## config.mk

```make
export PLATFORM = sky130hd
export DESIGN_NAME = hmd_scan
export DESIGN_NICKNAME = d
export VERILOG_FILES = /design/src/rtl/hmd_pkg.sv /design/src/rtl/hmd_scan.sv
export SDC_FILE = /design/constraint.sdc
export NUM_CORES = 1
export LEC_CHECK = 0
export BUFFER_PORTS_ARGS = -buffer_cell sky130_fd_sc_hd__buf_2
export CORE_MARGIN = 2
export CORE_UTILIZATION = 55
export CTS_CLUSTER_SIZE = 30
export DETAILED_ROUTE_END_ITERATION = 6
export GPL_TIMING_DRIVEN = 0
export PLACE_DENSITY = 0.84
export SYNTH_ARGS = -nofsm -noshare
export SYNTH_HDL_FRONTEND = slang
export SYNTH_SLANG_ARGS = --single-unit
```

## constraint.sdc

```tcl
create_clock -name clk -period 6 [get_ports clk]
set_clock_uncertainty 0.2 [all_clocks]
set_input_delay 0.3 -clock clk [delete_from_list [all_inputs] [get_ports clk]]
set_output_delay 0.3 -clock clk [all_outputs]
set_load 0.01 [all_outputs]
```

## src/rtl/hmd_pkg.sv

```systemverilog
// ============================================================================
// hmd_pkg
// Shared types and constants for the gray-level histogram mode block.
// ============================================================================
package hmd_pkg;

    localparam int LEVEL_BITS    = 8;
    localparam int COUNT_BITS    = 24;
    localparam int PIXEL_BITS    = 8;
    localparam int NUM_LEVELS    = 1 << LEVEL_BITS;
    localparam int DISTINCT_BITS = LEVEL_BITS + 1;

    localparam logic [COUNT_BITS-1:0] COUNT_MAX = '1;

    // Meaning of the action field of an input transfer.
    localparam logic ACT_PIXEL = 1'b0;
    localparam logic ACT_END   = 1'b1;

    typedef logic [LEVEL_BITS-1:0]    level_t;
    typedef logic [COUNT_BITS-1:0]    count_t;
    typedef logic [DISTINCT_BITS-1:0] distinct_t;

    typedef struct packed {
        logic                  action;
        logic [PIXEL_BITS-1:0] pixel;
    } pix_t;

    typedef struct packed {
        level_t    mode_level;
        count_t    mode_count;
        distinct_t distinct_levels;
    } res_t;

    // One write into the histogram memory.
    typedef struct packed {
        logic   en;
        level_t addr;
        count_t data;
    } mem_wr_t;

    // Controls from the sequencer to the scan unit.
    typedef struct packed {
        logic start;
        logic step;
        logic report;
    } scan_ctl_t;

    typedef enum logic [2:0] {
        ST_CLEAR,
        ST_RUN,
        ST_SCAN,
        ST_FLUSH,
        ST_REPORT
    } state_t;

endpackage

```

## src/rtl/hmd_scan.sv

```systemverilog
// ============================================================================
// hmd_scan
// Address counter for the sweep over all levels and the accumulator that
// tracks the mode and the number of distinct levels.
// ============================================================================
module hmd_scan
    import hmd_pkg::*;
(
    input  logic      clk,
    input  logic      rst_n,
    input  scan_ctl_t ctl,
    input  count_t    rdata,
    output level_t    addr,
    output logic      last,
    output res_t      result
);

    level_t    addr_reg;
    logic      acc_en_reg;
    level_t    data_addr_reg;
    level_t    best_level_reg;
    count_t    best_count_reg;
    distinct_t distinct_reg;

    always_ff @(posedge clk or negedge rst_n)
    begin
        if (!rst_n)
        begin
            addr_reg   <= '0;
            acc_en_reg <= 1'b0;
        end
        else
        begin
            if (ctl.start)
            begin
                addr_reg <= '0;
            end
            else if (ctl.step)
            begin
                addr_reg <= addr_reg + level_t'(1);
            end
            acc_en_reg <= ctl.step && ctl.report;
        end
    end

    always_ff @(posedge clk)
    begin
        data_addr_reg <= addr_reg;
        if (ctl.start)
        begin
            best_level_reg <= '0;
            best_count_reg <= '0;
            distinct_reg   <= '0;
        end
        else if (acc_en_reg)
        begin
            if (rdata != '0)
            begin
                distinct_reg <= distinct_reg + distinct_t'(1);
            end
            // Strictly greater, so the lowest level keeps a tie.
            if (rdata > best_count_reg)
            begin
                best_count_reg <= rdata;
                best_level_reg <= data_addr_reg;
            end
        end
    end

    assign addr                   = addr_reg;
    assign last                   = (addr_reg == level_t'(NUM_LEVELS - 1));
    assign result.mode_level      = best_level_reg;
    assign result.mode_count      = best_count_reg;
    assign result.distinct_levels = distinct_reg;

endmodule

```

==> reports/metrics.csv <==
metric,value,unit
drt_pass1_iterations,4,
p_sw_share,25.4,%
path_class,primary input to flop,
startpoint_type,primary input,
cts_tree,built,
synthCells,261,
cts_root_buf,clkbuf_8,
crit_family,buffers and inverters,
cts_resized,0,
setup_violations,0,
gp_congestion,0.795,
yosysWarnings,0,
cp_slowest_cell,dlygate4sd3_1,
overflow,0,
viasPerCell,5.49,
clock_latency,0.35,ns
ys_top_cells_by_count,"dfxtp_1, a22o_1, inv_1, ha_1, nor2_1",
crit_arrival,2.79,ns
fin_crit,2.76,ns
max_stage_delay,0.54,ns
worst_pin_slew,0.512,ns
io_pins,79,
core_area,4660,um^2
hpwl,4350,um
p_switching,239,uW
hold_buffers,14,
drtAntennaViolNets,0,
port_buffers,76,
clock.fmax,0.363,GHz
largest_register_ff_count,24,
cp_cell_sequence,dlygate4sd3_1 -> buf_2 -> ha_1 -> nand4_2 -> nor4_2 -> o31ai_1 -> a31o_4 -> buf_6 -> a22o_1,
drive_above_1_share,27.5,%
wirelength,6250,um
yosysMostFrequentCell,dfxtp_1,
synth_top_cell_by_area,dfxtp_1,
cap_violations,0,
async_reset_ff_share,15.5,%
die_area,5320,um^2
p_comb_share,12.9,%
cts_setup_buffers,0,
die_w,73.0,um
rrSetupSlack,3.43,ns
irDropWorstVdd,0.214,mV
synth-seq-cells,58,
synth.distinct_cells,37,
cts.sinks,58,
syn-num-nets,316,
seq_area_frac_synth,46.1,%
finalHoldViolations,0,
synthTopCellsByArea,"dfxtp_1, ha_1, a22o_1",
grt_max_degree,11,
n_antenna_cell,0,
via_count,2310,
synth_edf_count,0,
cts.reportedPaths.clkPinSlew,0.06,ns
drt_iter0_markers,100,
synth_flop_cell,dfxtp_1,
num_rows,25,
yosysTopAreaCellShare,37.5,%
cts_buffer_depth,2,
tns,0,ns
timing.final.crit_share,45.9,%
post_drt_wl_per_cell,14.9,um
fin_util,73.4,%
syn-cell-area,2620,um^2
p_int,701,uW
slew_violations,0,
worstHoldPathType,primary input to flop,
seqPwrFrac,43.9,%
p_leak,0.00159,uW
grt_pass1_vias,2157,
slew-limit-headroom,65.6,%
status,"complete, no violations",
critPathBufInv,3,
p_clk_share,43.2,%
initial_core_util,56.1,%
antenna_found_initial,0,
power_density,274,nW/um^2
grt_use_total,24.3,%
die_h,73.0,um
area_growth,30.8,%
drc,0,
cp.required,6.03,ns
ctsHtreeMaxLevel,3,
end_kind,flop,
synth_area_per_cell,10.0,um^2
numCtsBuffers,9,
grt_pass1_wl,9670,um
rsz0062_at_grt,no,
cp_max_fo,10,
nNetsFinal,417,
-- per-layer routing --
metal	GRT usage [%]	vias to the layer above	wire, um
li1	-	1137	-
met1	29.3	1091	2760
met2	39.3	66	3050
met3	7.87	16	300
met4	11.1	0	143
met5	0	-	0
-- final cells by class --
cell class / count / area [um^2]
well taps: 54 / 67.6
repair buffers: 90 / 520
plain buffers: 9 / 60.1
inverters: 27 / 101
flip-flops and latches: 58 / 1210
clock inverters: 5 / 77.6
fillers: 350 / 1240
multi-input cells: 167 / 1250
clock buffers: 11 / 141
-- path summary, 6_finish.rpt --
path,endpoint,start,cells past startpoint
setup / recovery,best_count_reg[8],rdata[21],9
hold / removal,best_count_reg[2],rdata[2],2
setup reg to reg,best_count_reg[8],best_count_reg[19],8
hold reg to reg,best_level_reg[4],data_addr_reg[4],1
max in group asynchronous,addr[2],rst_n,2
min in group asynchronous,addr[3],rst_n,2
-- power by group through the flow --
| stage | combinational, uW | clock [uW] | sequential [uW] |
|---|---|---|---|
| after CTS | 121 | 408 | 412 |
| after detailed placement | 112 | 0 | 420 |
| after global routing | 135 | 423 | 414 |
| after floorplan | 64.2 | 0 | 425 |
| after global placement | 108 | 0 | 420 |
| final | 121 | 406 | 412 |
-- placed cells by master (no fill, tap or decap), drive strengths merged, types with 3 or more instances in the layout --
master / count
nor3: 3
a21oi: 13
nor4: 9
nor2: 20
o21ai: 6
dlygate4sd3: 14
ha: 26
inv: 27
dfxtp: 49
nand2: 13
clkbuf: 13
nand4: 13
xnor2: 7
a22o: 32
dfrtp: 9
nand3: 4
xor2: 6
buf: 83
-- cell families after synthesis --
| family | synth area share [%] |
|---|---|
| muxes | 0.383 |
| adders and majority gates | 12.4 |
| buffers and inverters | 6.17 |
| and+or+nand+nor | 13.3 |
| AOI/OAI and AO/OA | 17.2 |
| xor gates and xnor gates | 4.35 |
| DFF | 46.1 |
-- metrics by stage --
step                cells  power [uW]  instance area [um^2]  setup WS [ns]  hold slack [ns]
floorplan             261         489                  2620           3.72           -0.196
global placement      391         528                  3060           3.52          -0.0411
detailed placement    391         533                  3060           3.52          -0.0387
CTS                   421         941                  3420           3.25          0.00150
global route          421         972                  3420           3.16          0.00983
finish                421         940                  3420           3.24          0.00378
Power figures use the tool's default switching activity.
