==> config.mk <==
export PLATFORM = sky130hd
export DESIGN_NAME = hmd_pixel
export DESIGN_NICKNAME = d
export VERILOG_FILES = /design/src/rtl/hmd_pkg.sv /design/src/rtl/hmd_pixel.sv
export SDC_FILE = /design/constraint.sdc
export NUM_CORES = 1
export LEC_CHECK = 0
export BUFFER_PORTS_ARGS = -buffer_cell sky130_fd_sc_hd__buf_2
export CAP_MARGIN = 20
export CORE_MARGIN = 2
export CORE_UTILIZATION = 47
export DETAILED_ROUTE_END_ITERATION = 10
export PLACE_DENSITY = 0.73
export SLEW_MARGIN = 30
export SYNTH_ARGS = -nofsm -noshare
export SYNTH_HDL_FRONTEND = slang
export SYNTH_SLANG_ARGS = --single-unit
==> constraint.sdc <==
create_clock -name clk -period 2.6 [get_ports clk]
set_input_delay 0.52 -clock clk [delete_from_list [all_inputs] [get_ports clk]]
set_output_delay 0.52 -clock clk [all_outputs]
set_load 0.005 [all_outputs]
==> src/rtl/hmd_pkg.sv <==
// ============================================================================
// hmd_pkg
// Shared types and constants for the gray-level histogram mode block.
// ============================================================================
package hmd_pkg;

    localparam int LEVEL_BITS    = 8;
    localparam int COUNT_BITS    = 24;
    localparam int PIXEL_BITS    = 8;
    localparam int NUM_LEVELS    = 1 << LEVEL_BITS;
    localparam int DISTINCT_BITS = LEVEL_BITS + 1;

    localparam logic [COUNT_BITS-1:0] COUNT_MAX = '1;

    // Meaning of the action field of an input transfer.
    localparam logic ACT_PIXEL = 1'b0;
    localparam logic ACT_END   = 1'b1;

    typedef logic [LEVEL_BITS-1:0]    level_t;
    typedef logic [COUNT_BITS-1:0]    count_t;
    typedef logic [DISTINCT_BITS-1:0] distinct_t;

    typedef struct packed {
        logic                  action;
        logic [PIXEL_BITS-1:0] pixel;
    } pix_t;

    typedef struct packed {
        level_t    mode_level;
        count_t    mode_count;
        distinct_t distinct_levels;
    } res_t;

    // One write into the histogram memory.
    typedef struct packed {
        logic   en;
        level_t addr;
        count_t data;
    } mem_wr_t;

    // Controls from the sequencer to the scan unit.
    typedef struct packed {
        logic start;
        logic step;
        logic report;
    } scan_ctl_t;

    typedef enum logic [2:0] {
        ST_CLEAR,
        ST_RUN,
        ST_SCAN,
        ST_FLUSH,
        ST_REPORT
    } state_t;

endpackage

==> src/rtl/hmd_pixel.sv <==
// ============================================================================
// hmd_pixel
// Read-modify-write path that adds one pixel to its level's counter.
// The write of the previous cycle is forwarded when it hits the same level.
// ============================================================================
module hmd_pixel
    import hmd_pkg::*;
(
    input  logic    clk,
    input  logic    rst_n,
    input  logic    issue,
    input  level_t  level,
    input  count_t  rdata,
    output mem_wr_t wr
);

    logic   s1_valid_reg;
    level_t s1_addr_reg;
    logic   fwd_valid_reg;
    level_t fwd_addr_reg;
    count_t fwd_data_reg;
    count_t cur;
    count_t upd;

    always_comb
    begin
        if (fwd_valid_reg && (fwd_addr_reg == s1_addr_reg))
        begin
            cur = fwd_data_reg;
        end
        else
        begin
            cur = rdata;
        end
        // Counters saturate at their top value.
        upd = (cur == COUNT_MAX) ? cur : cur + count_t'(1);
    end

    always_ff @(posedge clk or negedge rst_n)
    begin
        if (!rst_n)
        begin
            s1_valid_reg  <= 1'b0;
            fwd_valid_reg <= 1'b0;
        end
        else
        begin
            s1_valid_reg  <= issue;
            fwd_valid_reg <= s1_valid_reg;
        end
    end

    always_ff @(posedge clk)
    begin
        s1_addr_reg  <= level;
        fwd_addr_reg <= s1_addr_reg;
        fwd_data_reg <= upd;
    end

    assign wr.en   = s1_valid_reg;
    assign wr.addr = s1_addr_reg;
    assign wr.data = upd;

endmodule

==> results.json, run 1 <==
{
  "status": "finished with violations",
  "violations": "negative setup slack",
  "hp-class": "input pin to flip-flop",
  "final_common_cell": "buf_2",
  "path_cells": "nand3_2, or4_4, a31oi_4, buf_6, nand4_1, xor2_1, mux2i_1, buf_2",
  "r2r_slack_ns": 0.35,
  "grt_pass1_wl_mm": 8.997,
  "max_slew_margin_pct": 76.17,
  "clock_sinks": 42,
  "path_buf_inv": 2,
  "drtIter0Drc": 167,
  "ios": 68,
  "initial_core_util_pct": 48.41,
  "timing.final.crit_share_pct": 105.8,
  "max_stage_delay_ns": 0.59,
  "whs_path_depth": 1,
  "wl_per_cell_um": 14.48,
  "cp_slowest_cell": "or4_4",
  "max_freq_ghz": 0.3636,
  "clk_latency_ns": 0.29,
  "core_um2": 4324,
  "r2r_start": "fwd_data_reg[3]",
  "path_max_fanout": 7,
  "antennaDiodeCount": 0,
  "clk_path_buf_depth": 2,
  "cp-start-kind": "flip-flop",
  "synth.distinct_cells": 42,
  "floorplan.die.width_um": 70.74,
  "fin_ws_ns": -0.1505,
  "rsz0062_at_grt": "yes",
  "largest_reg_flops": 24,
  "holdPathEnd": "s1_addr_reg[3]",
  "overflow": 0,
  "final_cell_mix": "67 x buf_2, 52 x buf_4, 26 x xor2_1",
  "synth-seq-cells": 42,
  "dieArea_um2": 5003,
  "synth_warnings": 0,
  "mappedNetlistArea_um2": 2093,
  "p_leak_nw": 1.411,
  "synth-edff-count": 0,
  "fin_nets": 386,
  "min_period_ns": 2.750,
  "tritoncts": "yes",
  "hp-start": "level[3]",
  "critical-path-top-delay-family": "simple AND/OR/NAND/NOR gates",
  "antenna_found_initial": 0,
  "num_vias": 2147,
  "setup_violations": 19,
  "yosysSeqAreaShare_pct": 40.65,
  "r2r-end": "fwd_data_reg[5]",
  "placed_area_um2": 2783,
  "path_class": "flip-flop to output port",
  "endpoint_kind": "output port",
  "rows": 24,
  "p_total_mw": 1.464,
  "powerDensity_nw_per_um2": 459.1,
  "worst_pin_slew_ns": 0.3575,
  "drcViolationCount": 0,
  "via_per_inst": 5.314,
  "firstDrtPassIters": 4,
  "first_global_vias": 2041,
  "required_ns": 2.08,
  "arrival_ns": 2.23,
  "hpwl_mm": 4.116,
  "grt_usage_pct": 22.44,
  "grt_max_degree": 14,
  "reg2regPathDepth": 11,
  "final_cell_area_um2": 3188,
  "cts_made_buffers": 5,
  "syn_nets": 260,
  "drive_gt1_share_pct": 50.00,
  "gp_congestion": 0.8119,
  "synthFlopType": "dfxtp_1",
  "wl_mm": 5.849,
  "fin_skew_ns": 0.002666,
  "finalHoldViolCount": 0,
  "cts_root_buffer": "clkbuf_8",
  "antenna_left": 0,
  "area_growth_pct": 52.30,
  "avgSynthCellArea_um2": 9.303,
  "ys_async_sr_fraction_pct": 4.762,
  "die_h_um": 70.74,
  "ir_drop_uv": 277.1,
  "drv_slew": 0,
  "fin_hold_ws_ns": 0.3256,
  "postSynthCellCount": 225,
  "max_cap_violations": 0,
  "htree_levels": 2,
  "port_buffers": 67,
  "clkSlewWorstSetupHoldPaths_ns": 0.08
}
==> power breakdown <==
part / internal [mW] / switching [mW]
Combinational: 0.129 / 0.103
Sequential: 0.686 / 0.0344
Clock: 0.287 / 0.225
Total: 1.10 / 0.362
==> stage by stage <==
step / std cells / utilization, % / TNS [ns] / setup slack [ns]
after global placement: 379 / 64.35 / -0.2319 / -0.09334
final: 404 / 73.73 / -1.506 / -0.1505
after global routing: 404 / 73.73 / -4.181 / -0.2904
after CTS: 399 / 71.09 / -0.8830 / -0.09791
after detailed placement: 379 / 64.35 / -0.6583 / -0.1733
after floorplan: 225 / - / 0 / 0.2299
==> layer usage <==
metal | up-vias | track usage [%] | share of wire, %
met5 | - | 0 | 0
met3 | 9 | 4.416 | 5.2
met2 | 73 | 41.74 | 53
li1 | 1058 | - | -
met1 | 1007 | 25.94 | 40
met4 | 0 | 6.499 | 1.5
==> synth_stat cells, types with 2 or more instances <==
| master | count | area [um^2] |
|---|---|---|
| dfxtp_1 | 40 | 800.8 |
| xor2_1 | 26 | 227.7 |
| nand2_1 | 25 | 93.84 |
| mux2i_1 | 17 | 170.2 |
| nand3_1 | 15 | 75.07 |
| xnor2_1 | 14 | 122.6 |
| nand4_1 | 10 | 62.56 |
| and3_1 | 9 | 56.30 |
| nor2_1 | 9 | 33.78 |
| a21oi_1 | 6 | 30.03 |
| o21ai_0 | 6 | 30.03 |
| a31oi_1 | 4 | 25.02 |
| clkbuf_1 | 4 | 15.01 |
| inv_1 | 4 | 15.01 |
| a41oi_1 | 2 | 17.52 |
| and4_1 | 2 | 17.52 |
| buf_2 | 2 | 10.01 |
| dfrtp_1 | 2 | 50.05 |
| mux2_2 | 2 | 22.52 |
| nor3_1 | 2 | 10.01 |
| nor4_1 | 2 | 12.51 |
| or2_2 | 2 | 12.51 |
==> cell type report <==
type	instances	area, um^2
Multi-Input combinational cell	172	1311
Fill cell	322	1136
Sequential cell	42	870.8
Timing Repair Buffer	126	812.0
Clock buffer	6	72.57
Tap cell	52	65.06
Clock inverter	2	37.54
Inverter	4	18.77
==> timing repair <==
| item | in CTS | in global routing |
|---|---|---|
| hold buffers | 1 | 0 |
| setup endpoints to repair | 23 | 24 |
| resized for setup | 23 | 26 |
| endpoints found under the hold margin | 2 | 0 |
| buffers inserted | 11 | 5 |
| pin swaps | 14 | 9 |
==> worst reg2reg max path: stages (launching register included) <==
cell and delay [ns]:
dfxtp_2 0.37, nand3_2 0.09, buf_4 0.15, nor4_2 0.30, a41oi_1 0.22, mux2_2 0.36, nand2_1 0.07, a31oi_1 0.09
buf_4 0.14, buf_4 0.12, buf_4 0.12, buf_4 0.12
==> cells by family after synthesis <==
logic type,Yosys count,synth area share [%]
AO/OA/AOI/OAI,27,9.205
flip-flops,42,40.65
multiplexers,19,9.205
AND/OR/NAND/NOR,86,21.94
XOR/XNOR,40,16.74
buffers and inverters,11,2.271
==> worst max path at each step <==
| stage | cells past startpoint | endpoint | slack (ns) | from |
|---|---|---|---|---|
| after floorplan | 6 | wr[4] | 0.23 | rdata[4] |
| after global placement | 8 | wr[4] | -0.09 | rdata[20] |
| after detailed placement | 8 | wr[4] | -0.17 | rdata[22] |
| after CTS | 7 | wr[16] | -0.1 | fwd_data_reg[3] |
| after global routing | 8 | wr[14] | -0.29 | fwd_data_reg[3] |
| final | 8 | wr[15] | -0.15 | fwd_data_reg[3] |
No activity file was read; power rests on OpenSTA's default activity.
==> inputs of run 2 (changes only) <==
Settings changed: MAX_ROUTING_LAYER set to met4.
==> results.json, run 2 (same netlist as run 1, synthesis figures left out) <==
{
  "clock_sinks": 42,
  "gp_congestion": 0.8239,
  "final_cell_mix": "67 x buf_2, 52 x buf_4, 26 x xor2_1",
  "antenna_found_initial": 0,
  "drive_gt1_share_pct": 50.00,
  "cts_made_buffers": 5,
  "area_growth_pct": 52.30,
  "required_ns": 2.08,
  "arrival_ns": 2.23,
  "grt_max_degree": 14,
  "floorplan.die.width_um": 70.74,
  "firstDrtPassIters": 4,
  "hp-class": "input pin to flip-flop",
  "wl_per_cell_um": 14.44,
  "port_buffers": 67,
  "drcViolationCount": 0,
  "antennaDiodeCount": 0,
  "clk_path_buf_depth": 2,
  "endpoint_kind": "output port",
  "clkSlewWorstSetupHoldPaths_ns": 0.08,
  "timing.final.crit_share_pct": 105.7,
  "fin_skew_ns": 0.002665,
  "cp-start-kind": "flip-flop",
  "htree_levels": 2,
  "rows": 24,
  "max_slew_margin_pct": 76.32,
  "setup_violations": 19,
  "grt_pass1_wl_mm": 8.997,
  "min_period_ns": 2.748,
  "via_per_inst": 5.322,
  "fin_ws_ns": -0.1477,
  "finalHoldViolCount": 0,
  "final_common_cell": "buf_2",
  "overflow": 0,
  "die_h_um": 70.74,
  "max_cap_violations": 0,
  "num_vias": 2150,
  "clk_latency_ns": 0.29,
  "worst_pin_slew_ns": 0.3552,
  "hpwl_mm": 4.116,
  "powerDensity_nw_per_um2": 459.1,
  "placed_area_um2": 2783,
  "core_um2": 4324,
  "wl_mm": 5.834,
  "first_global_vias": 2045,
  "initial_core_util_pct": 48.41,
  "status": "finished with violations",
  "dieArea_um2": 5003,
  "grt_usage_pct": 23.13,
  "path_class": "flip-flop to output port",
  "final_cell_area_um2": 3188,
  "path_max_fanout": 7,
  "cts_root_buffer": "clkbuf_8",
  "antenna_left": 0,
  "fin_nets": 386,
  "rsz0062_at_grt": "yes",
  "max_freq_ghz": 0.3639,
  "largest_reg_flops": 24,
  "drtIter0Drc": 161,
  "drv_slew": 0,
  "violations": "negative setup slack",
  "fin_hold_ws_ns": 0.3253,
  "tritoncts": "yes",
  "p_leak_nw": 1.411,
  "ir_drop_uv": 277.0,
  "ios": 68
}
## run 2: repair_timing
item / CTS / global route
gates resized for setup: 23 / 26
gates cloned: 0 / 0
setup buffers: 11 / 5
hold buffers: 1 / 0
endpoints found under the hold margin: 2 / 0
endpoints found under the setup margin: 23 / 24
pin swaps: 14 / 9
## run 2: path summary, 6_finish.rpt
check                                start         endpoint  depth (start not counted)  slack [ns]
max                        fwd_data_reg[3]           wr[15]                          8       -0.15
min                               level[3]   s1_addr_reg[3]                          1        0.33
max reg2reg                fwd_data_reg[3]  fwd_data_reg[5]                         11        0.35
min reg2reg                 s1_addr_reg[2]  fwd_addr_reg[2]                          0        0.38
max in group asynchronous            rst_n    fwd_valid_reg                          2        1.98
min in group asynchronous            rst_n     s1_valid_reg                          2        0.53
## run 2: layout make-up
cell class / count / area (um^2)
clock buffers: 6 / 72.57
clock inverters: 2 / 37.54
fillers: 322 / 1136
inverters: 4 / 18.77
multi-input cells: 172 / 1311
flip-flops and latches: 42 / 870.8
well taps: 52 / 65.06
repair buffers: 126 / 812.0
## run 2: worst max-delay path, stage by stage (launching register included)
cell and delay (ns):
dfxtp_2 0.37, nand3_2 0.09, or4_4 0.59, a31oi_4 0.17
buf_6 0.15, nand4_1 0.09, xor2_1 0.16, mux2i_1 0.18
buf_2 0.15
## run 2: where the power goes
group	internal, mW	switching [mW]	total, mW
clock network	0.287	0.226	0.512
registers	0.686	0.0344	0.720
logic	0.129	0.103	0.231
total	1.10	0.363	1.46
## run 2: metal layers
metal	global-route usage, %	share of wire (%)
met5	-	0
met4	6.499	1.5
met3	4.274	5.1
met2	41.74	53
met1	26.03	40
## run 2: metrics by stage
step / setup WS, ns / TNS [ns] / total power [mW] / util [%] / std cells
after floorplan: 0.2299 / 0 / 0.8075 / - / 225
after global placement: -0.09334 / -0.2319 / 0.9244 / 64.35 / 379
after detailed placement: -0.1733 / -0.6583 / 0.9319 / 64.35 / 379
after CTS: -0.09791 / -0.8830 / 1.461 / 71.09 / 399
after global routing: -0.2904 / -4.180 / 1.518 / 73.73 / 404
final: -0.1477 / -1.473 / 1.464 / 73.73 / 404
